==> src/hdl/htfc_pkg.sv <==
// ----------------------------------------------------------------------------
// htfc_pkg
// Types, constants and functions shared by the sensor frame CRC checker.
// ----------------------------------------------------------------------------
`timescale 1ns / 1ps

package htfc_pkg;

    localparam logic [7:0] CRC_POLY = 8'h31;
    localparam logic [7:0] CRC_INIT = 8'hFF;

    // Full-scale products: raw * span / 65535.
    localparam logic [14:0] TEMP_SPAN   = 15'd17500;
    localparam logic [14:0] TEMP_OFFSET = 15'd4500;
    localparam logic [13:0] HUM_SPAN    = 14'd10000;

    typedef enum logic [2:0] {
        POS_TEMP_HI,
        POS_TEMP_LO,
        POS_TEMP_CRC,
        POS_HUM_HI,
        POS_HUM_LO,
        POS_HUM_CRC
    } byte_pos_t;

    typedef struct packed {
        logic [15:0] temp_raw;
        logic [15:0] hum_raw;
        logic        temp_ok;
        logic        hum_ok;
    } frame_result_t;

    // CRC-8, MSB first, one byte folded in.
    function automatic logic [7:0] crc8_byte(input logic [7:0] crc, input logic [7:0] b);
        logic [7:0] c;
        c = crc ^ b;
        for (int i = 0; i < 8; i++) begin
            if (c[7])
            begin
                c = {c[6:0], 1'b0} ^ CRC_POLY;
            end
            else
            begin
                c = {c[6:0], 1'b0};
            end
        end
        return c;
    endfunction

    // floor(n / 65535) for quotients below 65536: n / (2^16 - 1) is
    // (n + floor(n / 2^16) + 1) / 2^16, taken as a shift.
    function automatic logic [15:0] div_full_scale(input logic [31:0] n);
        logic [31:0] s;
        s = n + {16'd0, n[31:16]} + 32'd1;
        return s[31:16];
    endfunction

endpackage

==> src/hdl/htfc_frame.sv <==
// ----------------------------------------------------------------------------
// htfc_frame
// Byte position tracking, CRC accumulation, word storage and the frame result
// register.
// ----------------------------------------------------------------------------
`timescale 1ns / 1ps

module htfc_frame
(
    input  logic                   clk,
    input  logic                   rst_n,
    input  logic                   in_valid,
    output logic                   in_stall,
    input  logic [7:0]             rx_byte,
    input  logic                   frame_start,
    output logic                   res_valid,
    output htfc_pkg::frame_result_t res,
    input  logic                   res_take
);

    htfc_pkg::byte_pos_t     pos_reg, pos_next, pos_cur;
    logic [7:0]              crc_reg, crc_next;
    logic [15:0]             pending_reg, pending_next;
    logic                    temp_ok_reg, temp_ok_next;
    logic [15:0]             stored_temp_reg, stored_temp_next;
    logic [15:0]             stored_hum_reg, stored_hum_next;
    logic                    res_valid_reg, res_valid_next;
    htfc_pkg::frame_result_t res_reg, res_next;
    logic                    accept;
    logic                    crc_match;
    logic                    frame_done;

    assign in_stall  = res_valid_reg && !res_take;
    assign accept    = in_valid && !in_stall;
    assign pos_cur   = frame_start ? htfc_pkg::POS_TEMP_HI : pos_reg;
    assign crc_match = (crc_reg == rx_byte);

    // Next byte position.
    always_comb
    begin
        pos_next = pos_reg;
        if (accept)
        begin
            case (pos_cur)
                htfc_pkg::POS_TEMP_HI:  pos_next = htfc_pkg::POS_TEMP_LO;
                htfc_pkg::POS_TEMP_LO:  pos_next = htfc_pkg::POS_TEMP_CRC;
                htfc_pkg::POS_TEMP_CRC: pos_next = htfc_pkg::POS_HUM_HI;
                htfc_pkg::POS_HUM_HI:   pos_next = htfc_pkg::POS_HUM_LO;
                htfc_pkg::POS_HUM_LO:   pos_next = htfc_pkg::POS_HUM_CRC;
                htfc_pkg::POS_HUM_CRC:  pos_next = htfc_pkg::POS_TEMP_HI;
                default:                pos_next = htfc_pkg::POS_TEMP_LO;
            endcase
        end
    end

    // Datapath updates per byte position.
    always_comb
    begin
        crc_next         = crc_reg;
        pending_next     = pending_reg;
        temp_ok_next     = temp_ok_reg;
        stored_temp_next = stored_temp_reg;
        stored_hum_next  = stored_hum_reg;
        frame_done       = 1'b0;
        if (accept)
        begin
            case (pos_cur)
                htfc_pkg::POS_TEMP_HI, htfc_pkg::POS_HUM_HI:
                begin
                    pending_next = {rx_byte, 8'd0};
                    crc_next     = htfc_pkg::crc8_byte(htfc_pkg::CRC_INIT, rx_byte);
                end
                htfc_pkg::POS_TEMP_LO, htfc_pkg::POS_HUM_LO:
                begin
                    pending_next = {pending_reg[15:8], rx_byte};
                    crc_next     = htfc_pkg::crc8_byte(crc_reg, rx_byte);
                end
                htfc_pkg::POS_TEMP_CRC:
                begin
                    temp_ok_next = crc_match;
                    if (crc_match)
                    begin
                        stored_temp_next = pending_reg;
                    end
                    crc_next = htfc_pkg::CRC_INIT;
                end
                htfc_pkg::POS_HUM_CRC:
                begin
                    if (crc_match)
                    begin
                        stored_hum_next = pending_reg;
                    end
                    crc_next   = htfc_pkg::CRC_INIT;
                    frame_done = 1'b1;
                end
                default:
                begin
                    // Unreachable positions act as the first byte of a frame.
                    pending_next = {rx_byte, 8'd0};
                    crc_next     = htfc_pkg::crc8_byte(htfc_pkg::CRC_INIT, rx_byte);
                end
            endcase
        end
    end

    // Result register: loaded at the end of a frame, emptied when taken.
    always_comb
    begin
        res_valid_next = res_valid_reg;
        res_next       = res_reg;
        if (frame_done)
        begin
            res_valid_next   = 1'b1;
            res_next.temp_raw = stored_temp_reg;
            res_next.hum_raw  = stored_hum_next;
            res_next.temp_ok  = temp_ok_reg;
            res_next.hum_ok   = crc_match;
        end
        else if (res_take)
        begin
            res_valid_next = 1'b0;
        end
    end

    always_ff @(posedge clk or negedge rst_n)
    begin
        if (!rst_n)
        begin
            pos_reg         <= htfc_pkg::POS_TEMP_HI;
            crc_reg         <= htfc_pkg::CRC_INIT;
            pending_reg     <= 16'd0;
            temp_ok_reg     <= 1'b0;
            stored_temp_reg <= 16'd0;
            stored_hum_reg  <= 16'd0;
            res_valid_reg   <= 1'b0;
        end
        else
        begin
            pos_reg         <= pos_next;
            crc_reg         <= crc_next;
            pending_reg     <= pending_next;
            temp_ok_reg     <= temp_ok_next;
            stored_temp_reg <= stored_temp_next;
            stored_hum_reg  <= stored_hum_next;
            res_valid_reg   <= res_valid_next;
        end
    end

    always_ff @(posedge clk)
    begin
        res_reg <= res_next;
    end

    assign res_valid = res_valid_reg;
    assign res       = res_reg;

endmodule

==> src/hdl/htfc_conv.sv <==
// ----------------------------------------------------------------------------
// htfc_conv
// Fixed-point conversion of the stored words and the output register.
// ----------------------------------------------------------------------------
`timescale 1ns / 1ps

module htfc_conv
(
    input  logic                    clk,
    input  logic                    rst_n,
    input  logic                    res_valid,
    input  htfc_pkg::frame_result_t res,
    output logic                    res_take,
    output logic                    out_valid,
    input  logic                    out_stall,
    output logic [15:0]             temp_raw,
    output logic [15:0]             hum_raw,
    output logic                    temp_crc_ok,
    output logic                    hum_crc_ok,
    output logic signed [14:0]      temp_centi_deg,
    output logic [13:0]             hum_centi_pct
);

    logic [30:0] temp_prod;
    logic [29:0] hum_prod;
    logic [15:0] temp_quot;
    logic [15:0] hum_quot;
    logic [14:0] temp_centi;

    logic                    out_valid_reg, out_valid_next;
    htfc_pkg::frame_result_t out_res_reg;
    logic [14:0]             temp_centi_reg;
    logic [13:0]             hum_centi_reg;

    assign res_take = !out_valid_reg || !out_stall;

    assign temp_prod  = 31'(res.temp_raw) * 31'(htfc_pkg::TEMP_SPAN);
    assign hum_prod   = 30'(res.hum_raw) * 30'(htfc_pkg::HUM_SPAN);
    assign temp_quot  = htfc_pkg::div_full_scale({1'b0, temp_prod});
    assign hum_quot   = htfc_pkg::div_full_scale({2'b00, hum_prod});
    // Two's complement result; the offset subtraction wraps in 15 bits.
    assign temp_centi = temp_quot[14:0] - htfc_pkg::TEMP_OFFSET;

    always_comb
    begin
        out_valid_next = out_valid_reg;
        if (res_take)
        begin
            out_valid_next = res_valid;
        end
    end

    always_ff @(posedge clk or negedge rst_n)
    begin
        if (!rst_n)
        begin
            out_valid_reg <= 1'b0;
        end
        else
        begin
            out_valid_reg <= out_valid_next;
        end
    end

    always_ff @(posedge clk)
    begin
        if (res_take && res_valid)
        begin
            out_res_reg    <= res;
            temp_centi_reg <= temp_centi;
            hum_centi_reg  <= hum_quot[13:0];
        end
    end

    assign out_valid      = out_valid_reg;
    assign temp_raw       = out_res_reg.temp_raw;
    assign hum_raw        = out_res_reg.hum_raw;
    assign temp_crc_ok    = out_res_reg.temp_ok;
    assign hum_crc_ok     = out_res_reg.hum_ok;
    assign temp_centi_deg = signed'(temp_centi_reg);
    assign hum_centi_pct  = hum_centi_reg;

endmodule

==> src/hdl/humidity_temp_frame_crc_check.sv <==
// One frame byte is taken per cycle while out_stall stays low.
// After its sixth byte, a frame's result passes the frame result and output registers.
// The frame register and the output register each hold one finished frame.
// Reset (rst_n low, asynchronous) clears the byte position, flags and stored
// words to zero, sets the CRC to 0xFF and empties both result registers.
// ----------------------------------------------------------------------------
// humidity_temp_frame_crc_check
// Sensor frame CRC checker with temperature and humidity conversion.
// ----------------------------------------------------------------------------
`timescale 1ns / 1ps

module humidity_temp_frame_crc_check
(
    input  logic               clk,
    input  logic               rst_n,
    input  logic               in_valid,
    output logic               in_stall,
    input  logic [7:0]         rx_byte,
    input  logic               frame_start,
    output logic               out_valid,
    input  logic               out_stall,
    output logic [15:0]        temp_raw,
    output logic [15:0]        hum_raw,
    output logic               temp_crc_ok,
    output logic               hum_crc_ok,
    output logic signed [14:0] temp_centi_deg,
    output logic [13:0]        hum_centi_pct
);

    logic                    res_valid;
    logic                    res_take;
    htfc_pkg::frame_result_t res;

    htfc_frame u_frame
    (
        .clk         (clk),
        .rst_n       (rst_n),
        .in_valid    (in_valid),
        .in_stall    (in_stall),
        .rx_byte     (rx_byte),
        .frame_start (frame_start),
        .res_valid   (res_valid),
        .res         (res),
        .res_take    (res_take)
    );

    htfc_conv u_conv
    (
        .clk            (clk),
        .rst_n          (rst_n),
        .res_valid      (res_valid),
        .res            (res),
        .res_take       (res_take),
        .out_valid      (out_valid),
        .out_stall      (out_stall),
        .temp_raw       (temp_raw),
        .hum_raw        (hum_raw),
        .temp_crc_ok    (temp_crc_ok),
        .hum_crc_ok     (hum_crc_ok),
        .temp_centi_deg (temp_centi_deg),
        .hum_centi_pct  (hum_centi_pct)
    );

endmodule

==> config.mk <==
export PLATFORM = sky130hd
export DESIGN_NAME = humidity_temp_frame_crc_check
export DESIGN_NICKNAME = d
export VERILOG_FILES = /design/src/hdl/htfc_pkg.sv /design/src/hdl/htfc_frame.sv /design/src/hdl/htfc_conv.sv /design/src/hdl/humidity_temp_frame_crc_check.sv
export SDC_FILE = /design/constraint.sdc
export NUM_CORES = 1
export LEC_CHECK = 0
export BUFFER_PORTS_ARGS = -buffer_cell sky130_fd_sc_hd__buf_2
export CAP_MARGIN = 20
export CORE_MARGIN = 2
export CORE_UTILIZATION = 35
export DETAILED_ROUTE_END_ITERATION = 12
export PLACE_DENSITY = 0.5
export SLEW_MARGIN = 30
export SYNTH_ARGS = -nofsm -noshare
export SYNTH_HDL_FRONTEND = slang
export SYNTH_HIERARCHICAL = 1
export SYNTH_SLANG_ARGS = --single-unit
export TNS_END_PERCENT = 10
==> constraint.sdc <==
create_clock -name clk -period 10.9 [get_ports clk]
set_clock_uncertainty 0.15 [all_clocks]
set_input_delay 1.09 -clock clk [delete_from_list [all_inputs] [get_ports clk]]
set_output_delay 1.09 -clock clk [all_outputs]
set_load 0.02 [all_outputs]
; ---- After elaboration in Yosys (flattened, before gate mapping)
; Cells that the tools add are included.
[word_totals]
ff_bits = 159
latchBits = 0
ram_bits = 0
rom_bits = 0
inputBits = 13
out_inout_bits = 65
word_cells = 153
memories = 0
[op_classes]
addsub = 5
multipliers = 2
div = 0
n_lt_le_gt_ge = 0
eq_ne = 6
shifts = 0
n_mux = 76
bitwise_logic = 27
reduce_logical = 18
[op_table]
columns = op, count
row1 = 8-bit two-way mux, 42
row2 = 6-bit two-way mux, 23
row3 = 3-bit NOT, 23
row4 = 16-bit two-way mux, 3
row5 = 16-bit case mux with 2 select lines, 1
row6 = "31-bit by 1-bit adder with 31-bit output, second input constant", 1
row7 = 31-bit by 15-bit adder with 31-bit output, 1
row8 = "30-bit by 1-bit adder with 30-bit output, second input constant", 1
row9 = 30-bit by 14-bit adder with 30-bit output, 1
row10 = "16-bit by 13-bit multiplier with 29-bit output, second input constant", 1
row11 = "16-bit by 10-bit multiplier with 26-bit output, second input constant", 1
row12 = 8-bit case mux with 3 select lines, 1
row13 = 3-bit case mux with 5 select lines, 1
row14 = "15-bit by 13-bit subtractor with 15-bit output, second input constant", 1
row15 = 8-bit equality test, 1
row16 = 8-bit NOT, 1
row17 = 8-bit XOR, 1
row18 = "3-bit by 2-bit equality test with 1-bit output, second input constant", 2
row19 = "3-bit equality test, second input constant", 2
row20 = 3-bit AND reduction, 2
row21 = 2-bit OR reduction, 3
row22 = 6-bit OR reduction, 1
row23 = 1-bit logical NOT, 4
row24 = 1-bit two-way mux, 4
row25 = 8 further kinds, 12

; ---- Depth between registers and ports, before layout
; Gate-level depths: netlist (run 1).
[logic_depth]
ltp_word = 34
ltp_mapped = 35
mapped_depth_nobuf = 35

; ---- Hierarchy
; Netlist (run 1), hierarchy kept.
[modules_own_cells]
columns = mod, instances, cells_per_inst, area_per_inst_um2
row1 = htfc_conv, 1, 1076, 10156.0
row2 = htfc_frame, 1, 263, 4008.8

; ---- Worst setup path before layout (run 1)
; OpenSTA, ideal clock, no wires.
[synth_path]
path_type = register -> register
startpoint = register u_frame.res_reg, in the netlist u_frame/res[31]
endpoint = register u_conv.temp_centi_reg[10] (netlist: u_conv/temp_centi_deg[10]) (data pin)
setup_ps = 180
arrival_ps = 7460
t_required_ps = 10570
path_slack_ps = 3110
stages_incl_launch_ff = 33
synth_period_minus_slack_ps = 7790
cell_sequence = edfxtp_1 -> ha_1 -> inv_1 -> fa_1 -> inv_1 -> ha_1 -> fa_1 -> inv_1 -> fa_1 -> inv_1 -> ha_1 -> and3_1 -> and2_1 -> a221oi_1 -> a2111oi_0 -> nor3_1 -> nor3_1 -> xnor2_1 -> inv_1 -> ha_1 -> a21o_1 -> a31o_2 -> a221oi_1 -> o21ai_0 -> nand2_1 -> nor2_1 -> xnor2_1 -> ha_1 -> a21oi_1 -> o22ai_1 -> a21boi_1 -> or4b_1 -> o311ai_1
[synth_between]
elab_chain_cells = 4
[synth_rtl]
columns = element, line
row1 = start: declaration, htfc_frame.sv:28  ; htfc_pkg::frame_result_t res_reg, res_next;
row2 = start signal: assignment, htfc_frame.sv:151  ; res_reg <= res_next;
row3 = 16-bit by 13-bit multiplier with 29-bit output, htfc_conv.sv:37  ; assign temp_prod = 31'(res.temp_raw) * 31'(htfc_pkg::TEMP_SPAN);
row4 = 31-bit by 15-bit adder with 31-bit output, htfc_pkg.sv:54  ; s = n + {16'd0, n[31:16]} + 32'd1;
row5 = 31-bit by 1-bit adder with 31-bit output, htfc_pkg.sv:54
row6 = 15-bit by 13-bit subtractor with 15-bit output, htfc_conv.sv:42  ; assign temp_centi = temp_quot[14:0] - htfc_pkg::TEMP_OFFSET;
row7 = net u_conv.temp_centi[10], htfc_conv.sv:28  ; logic [14:0] temp_centi;
row8 = end signal: assignment, htfc_conv.sv:70  ; temp_centi_reg <= temp_centi;
row9 = end: declaration, htfc_conv.sv:32  ; logic [14:0] temp_centi_reg;
; The timed path passes the listed nets, and every way through them passes these cells.
; A chain may end at the register's enable or synchronous reset.

; ---- Worst setup path after layout (run 1)
[layout_path]
startpoint = register u_frame.res_reg, in the netlist u_frame/res[27]
endpoint = register u_conv.temp_centi_reg[13] (netlist: u_conv/temp_centi_deg[13]) (data pin)
; Same word-level chain as after synthesis.

==> flow_summary.toml, run 1 <==
[run_status]
result_of_the_run = "finished, final reports clean"

[timing]
slew_headroom_pct = 42.69
timing_hold_violations_final = 0
finalSetupViolCount = 0
fin_crit_ps = 8860
final.setup.tns_ps = 0
rsz0062_at_grt = "false"
slew_violations = 0
layout_worst_path_cycle_share_pct = 81.29
max_freq_ghz = 0.1129
worst_hold_margin_ps = 272.5
tightestPinTransition_ps = 853.1

[synthesis]
simple_gate_fraction_of_synth_area_pct = 10.03
synthArstFlopShare_pct = 38.99
synth_top_family_by_area = "adder cells"
synthMuxAreaShare_pct = 4.019
netlist_instances = 1339
synth_ff_type = "edfxtp_1"
synthesis.yosys.warnings = 6
synthesis.area_mm2 = 0.01416
fraction_of_the_mapped_netlist_area_in_adder_cells_pct = 28.27
yosysUniqueCellTypes = 106
syn_area_per_cell_um2 = 10.58
synth-edff-count = 97
synth_xor_xnor_area_share_pct = 5.936
synth-compound-area-share_pct = 12.82
synth_seq_area_share_pct = 31.59
synth.net_count = 1624
ys_seq_elements = 159

[routing]
dr.pass1.iters = 4
drt_first_iter_violations = 499
drt-vias-per-instance = 5.037
route.detailed.drc = 0
routed_wire_length_per_instance_um = 17.11
drt_wl_total_um = 33440
num_vias = 9843
antenna_violating_nets_post_route = 0

[power]
ir_worst_vdd_mv = 0.1263
p_per_area_mw_per_mm2 = 187.9
post-layout-total-power_mw = 2.951
total_leakage_power_nw = 7.347

[clock_tree]
maximum_level_of_the_cts_h_tree = 4
tritoncts = "built"
post_cts_clock_slew_at_the_launch_and_capture_registers_of_the_worst_setup_and_hold_paths_ps = 80
ctsLongestPathBuffers = 2
post_cts_hold_buffer_count = 0
ctsRootBufferMaster = "clkbuf_16"
worst_skew_pair_later_pin_latency_ps = 450
cts_inserted_buffers = 17
post_cts.resized_instances = 0
post_cts_buffers = 0
cts_sink_cnt = 159

[placement]
detailed_place_hpwl_um = 26200
placement.io_buffers = 77
dpl_cells = 1920
gp_routability_congestion = 0.8611
dpl_cell_area_mm2 = 0.01510

[floorplan]
die_area_mm2 = 0.04210
design.core.area_mm2 = 0.03982
rows = 73
die_w_um = 205.2
start_util_pct = 35.57
fp.dieH_um = 205.2
io_pins = 78

[setup_path]
critical_path_required_ps = 10990
end_kind = "register"
cp.arrival_ps = 8950
crit_path_start_kind = "register"
slowest_delay_ps = 580
timing.setup.critical_path_class = "register to register"
timing.rr.start = "u_frame/res[27]"
r2r_cells = 28
worst_path_most_repeated_cell = "ha_1"
crit_path_max_fanout = 7
worst_path_max_delay_cell = "a2111oi_0"
rr_endpoint = "u_conv/temp_centi_deg[13]"
worstSetupStartpoint = "u_frame/res[27]"
timing.reg2reg.setup_slack_ps = 2040

[min_path]
worstHoldPathType = "register to register"
hold_path_cell_cnt = 0
hold_path_startpoint = "u_frame/res[0]"
hold_path_end = "u_conv/hum_crc_ok"

[finish]
post_route_cells_drive_above_1_share_pct = 14.99
layout-area-overhead-vs-synth_pct = 10.87
layoutNonFillerInstCount = 1954
mostFrequentLayoutCells = "inv_1 (237), ha_1 (192), edfxtp_1 (97)"
largest_reg_flops = 34
finalInstanceArea_mm2 = 0.01571
final_common_cell = "inv_1"
final_nets = 1700

[grt]
grt_pass1_vias = 10120
wire_length_of_the_first_global_routing_pass_um = 54320
globalRouteOverflowTotal = 0
grt_use_total_pct = 16.82
maximum_number_of_pins_on_one_net_before_global_route_repair = 64
antenna_found_initial = 0

[run]
cap_violations = 0
## metrics by stage
| stage | utilization, % | worst slack (ps) |
|---|---|---|
| after floorplan | - | 3110 |
| after global placement | 37.90 | 2280 |
| after detailed placement | 37.92 | 2104 |
| after CTS | 39.36 | 2065 |
| after global routing | 39.43 | 1262 |
| final | 39.44 | 2040 |
## kinds of logic after synthesis
logic type,Yosys count
fa+ha+maj,272
simple gates,267
buf+inv,263
compound gates,244
flops,159
xor+xnor,86
mux,48
## synth_stat cells, types with 7 or more instances
| cell | count | area, µm² |
|---|---|---|
| and3_1 | 9 | 56.30 |
| buf_2 | 7 | 35.03 |
| nor2b_1 | 10 | 62.56 |
| nor3_1 | 28 | 140.1 |
| clkbuf_1 | 10 | 37.54 |
| inv_1 | 237 | 889.6 |
| mux2_4 | 9 | 135.1 |
| a21oi_1 | 48 | 240.2 |
| o211ai_1 | 14 | 105.1 |
| xor2_1 | 20 | 175.2 |
| fa_1 | 80 | 1602 |
| and2_1 | 7 | 43.79 |
| nand3_1 | 29 | 145.1 |
| xnor2_1 | 56 | 490.5 |
| or3_1 | 13 | 81.33 |
| nand2_1 | 62 | 232.7 |
| nor2_1 | 50 | 187.7 |
| dfrtp_1 | 54 | 1351 |
| xnor2_2 | 7 | 113.9 |
| nand2b_1 | 12 | 75.07 |
| ha_1 | 192 | 2402 |
| o21ai_0 | 31 | 155.2 |
| a211oi_1 | 10 | 75.07 |
| dfstp_2 | 8 | 210.2 |
| edfxtp_1 | 97 | 2913 |
| mux2_2 | 32 | 360.4 |
| a22o_1 | 9 | 78.83 |
| a21o_1 | 32 | 240.2 |
## layer usage
layer  track usage [%]  vias up  part of all wire, %
li1                  -     4841                    -
met1             22.40     4800                   47
met2             28.26      167                   47
met3             2.930       35                  3.3
met4             4.419        0                  1.8
met5                 0        -                    0
## power by group
group / internal, mW / switching [mW] / leakage (nW)
registers: 0.717 / 0.0419 / 1.67
clock network: 0.322 / 0.285 / 0.278
logic: 0.652 / 0.934 / 5.40
total: 1.69 / 1.26 / 7.35
## cell type report
class,count,area (µm²)
fillers,3989,24120
inverters,240,905.9
well taps,525,656.9
flip-flops and latches,159,4474
clock inverters,15,147.6
clock buffers,17,425.4
multi-input cells,917,8665
repair buffers,80,427.9
diodes,1,2.502
## critical path: cells and delay by family, from the launching register on
kind,cells,cell delay (ps)
buffers and inverters,3,250
XOR/XNOR,1,230
AND/OR/NAND/NOR,8,1740
adder cells (fa/ha/maj),7,2930
AO/OA/AOI/OAI,9,2790
flip-flops,1,560
## how the worst max path moves through the flow
stage / end / depth (start not counted)
after floorplan: u_conv/temp_centi_deg[10] / 32
after global placement: u_conv/temp_centi_deg[13] / 28
after detailed placement: u_conv/temp_centi_deg[8] / 30
after CTS: u_conv/temp_centi_deg[8] / 30
after global routing: u_conv/temp_centi_deg[12] / 30
final: u_conv/temp_centi_deg[13] / 28
Note: power is estimated with default switching activity, not from simulation.
==> run 2, diff against run 1 <==
--- a/config.mk
+++ b/config.mk
@@ -10,7 +10,7 @@
 export CORE_MARGIN = 2
 export CORE_UTILIZATION = 35
 export DETAILED_ROUTE_END_ITERATION = 12
-export PLACE_DENSITY = 0.5
+export PLACE_DENSITY = 0.51
 export SLEW_MARGIN = 30
 export SYNTH_ARGS = -nofsm -noshare
 export SYNTH_HDL_FRONTEND = slang
==> constraint.sdc (replaced) <==
create_clock -name clk -period 7.3 [get_ports clk]
set_clock_uncertainty 0.15 [all_clocks]
set_input_delay 0.73 -clock clk [delete_from_list [all_inputs] [get_ports clk]]
set_output_delay 0.73 -clock clk [all_outputs]
set_load 0.02 [all_outputs]
==> run 2 against run 1 <==
Net effect:
- the run now ends with negative setup slack left
- via count rose by 7.5%
- routed wire length rose by 4.0%
- non-clock buffer count rose by 209
- final cell count rose by 11%
- total power rose by 77%
- die area did not move
- combinational power rose by 100%
- global-route usage rose by 0.36 points
- sequential share of layout area fell by 3.8 points
- sequential power rose by 49%
- first-iteration DRC count fell by 14%
- maximum frequency rose by 18%
- critical endpoint is now u_conv/temp_centi_deg[10]
- largest power group unchanged
==> flow_summary.toml, run 2 (synthesized netlist as in run 1, its figures left out) <==
[grt]
antenna_found_initial = 1
globalRouteMet3Util_pct = 1.853
globalRouteOverflowTotal = 0
grt_pass1_vias = 11045
met2_layer_usage_reported_by_global_route_pct = 30.76
wire_length_of_the_first_global_routing_pass_um = 56550
grt.busiest_layer = "met2"
grt_use_total_pct = 17.18
maximum_number_of_pins_on_one_net_before_global_route_repair = 63
met1_usage_pct = 22.16

[timing]
layout_worst_path_cycle_share_pct = 102.6
rsz0062_at_grt = "true"
timing_hold_violations_final = 0
tightestPinTransition_ps = 830.9
slew_violations = 0
final.setup.tns_ps = -810.2
fin_crit_ps = 7489
slew_headroom_pct = 44.18
finalSetupViolCount = 7
post-route-worst-setup-slack_ps = -189.0
worst_hold_margin_ps = 269.9
max_freq_ghz = 0.1335

[clock_tree]
ctsLongestPathBuffers = 2
cts_sink_cnt = 159
maximum_level_of_the_cts_h_tree = 4
cts_inserted_buffers = 17
ctsRootBufferMaster = "clkbuf_16"
tritoncts = "built"
worst_skew_pair_later_pin_latency_ps = 450
post_cts_clock_slew_at_the_launch_and_capture_registers_of_the_worst_setup_and_hold_paths_ps = 80

[setup_path]
cp.arrival_ps = 7600
worst_path_max_delay_cell = "edfxtp_1"
timing.rr.start = "u_frame/res[21]"
timing.setup.critical_path_class = "register to register"
worst_path_most_repeated_cell = "ha_1"
critical_path_required_ps = 7410
crit_path_start_kind = "register"
end_kind = "register"
slowest_delay_ps = 550
crit_path_max_fanout = 5
timing.reg2reg.setup_slack_ps = -190
r2r_cells = 30
rr_endpoint = "u_conv/temp_centi_deg[10]"

[routing]
drt_wl_total_um = 34780
drt_first_iter_violations = 429
num_vias = 10577
route.detailed.drc = 0
drt-vias-per-instance = 4.892
antenna_violating_nets_post_route = 0
routed_wire_length_per_instance_um = 16.09
dr.pass1.iters = 5

[min_path]
hold_path_cell_cnt = 0
hold_path_end = "u_conv/temp_crc_ok"
hold_path_startpoint = "u_frame/res[1]"
worstHoldPathType = "register to register"

[finish]
diodes_inserted = 0
final_nets = 1909
final_common_cell = "inv_1"
finalInstanceArea_mm2 = 0.01810
largest_reg_flops = 34
layout-area-overhead-vs-synth_pct = 27.78
mostFrequentLayoutCells = "inv_1 (226), buf_4 (197), ha_1 (157)"
post-route-util_pct = 45.45
post_route_cells_drive_above_1_share_pct = 31.64

[floorplan]
io_pins = 78
fp.dieH_um = 205.2
rows = 73
die_w_um = 205.2
start_util_pct = 35.57
die_area_mm2 = 0.04210
design.core.area_mm2 = 0.03982

[power]
ir_worst_vdd_mv = 0.1824
pwr-share-seq_pct = 21.5
netSwitchingPower_mw = 2.127
comb_power_share_pct = 60.9
power_report.internal_total_mw = 3.111
p_per_area_mw_per_mm2 = 289.4
total_leakage_power_nw = 8.434
power.switching_fraction_pct = 40.61
clkPwrFrac_pct = 17.6

[placement]
placement.io_buffers = 77
detailed_place_hpwl_um = 27310
gp_routability_congestion = 0.8622
dpl_cell_area_mm2 = 0.01657

[run]
cap_violations = 0

[run_status]
failing_checks = "negative setup slack"
result_of_the_run = "complete, but fails checks"
run 2: layer usage:
layer  up-vias  part of all wire [%]
li1       5252                     -
met1      5201                    46
met2       101                    51
met3        23                   1.7
met4         0                   1.1
met5         -                     0
run 2: worst max path at each step:
| stage | start | to | slack, ps | cells after the start |
|---|---|---|---|---|
| after floorplan | u_frame/res[32] | u_conv/temp_centi_deg[10] | -20 | 33 |
| after global placement | u_frame/res[23] | u_conv/temp_centi_deg[8] | -240 | 31 |
| after detailed placement | u_frame/res[23] | u_conv/temp_centi_deg[8] | -350 | 31 |
| after CTS | u_frame/res[27] | u_conv/temp_centi_deg[10] | -150 | 31 |
| after global routing | u_frame/res[25] | u_conv/temp_centi_deg[10] | -550 | 31 |
| final | u_frame/res[21] | u_conv/temp_centi_deg[10] | -190 | 30 |
run 2: final cells by class:
type	count	area, µm²
Sequential cell	159	4474
Clock inverter	12	115.1
Multi-Input combinational cell	917	9427
Clock buffer	20	479.2
Timing Repair Buffer	289	2042
Fill cell	3827	21720
Inverter	240	905.9
Tap cell	525	656.9
run 2: what timing repair did:
item	CTS	global route
endpoints found under the hold margin	0	0
setup buffers	25	12
pin swaps	81	48
endpoints found under the setup margin	19	23
resized for setup	65	42
hold buffers	0	0
run 2: worst max-delay path, delay by kind of cell (launching register included):
family / cells / cell delay [ps]
flip-flops: 1 / 550
XOR/XNOR: 1 / 130
buffers and inverters: 5 / 570
adder cells (fa/ha/maj): 8 / 2890
AO/OA/AOI/OAI: 9 / 1870
AND/OR/NAND/NOR: 7 / 1140
run 2: through the flow:
stage | power, mW | setup WS, ps | cells
2_1_floorplan | 3.078 | -17.10 | 1339
3_3_place_gp | 3.993 | -244.1 | 2092
3_5_place_dp | 4.012 | -351.5 | 2093
4_1_cts | 5.133 | -146.6 | 2150
5_1_grt | 5.663 | -545.4 | 2162
6_report | 5.238 | -189.0 | 2162
run 2: power by group through the flow:
stage	registers, mW	clock network, mW	logic [mW]
after floorplan	1.13	0	1.94
after global placement	1.15	0	2.85
after detailed placement	1.15	0	2.87
after CTS	1.13	0.948	3.06
after global routing	1.13	0.986	3.54
final	1.13	0.919	3.19
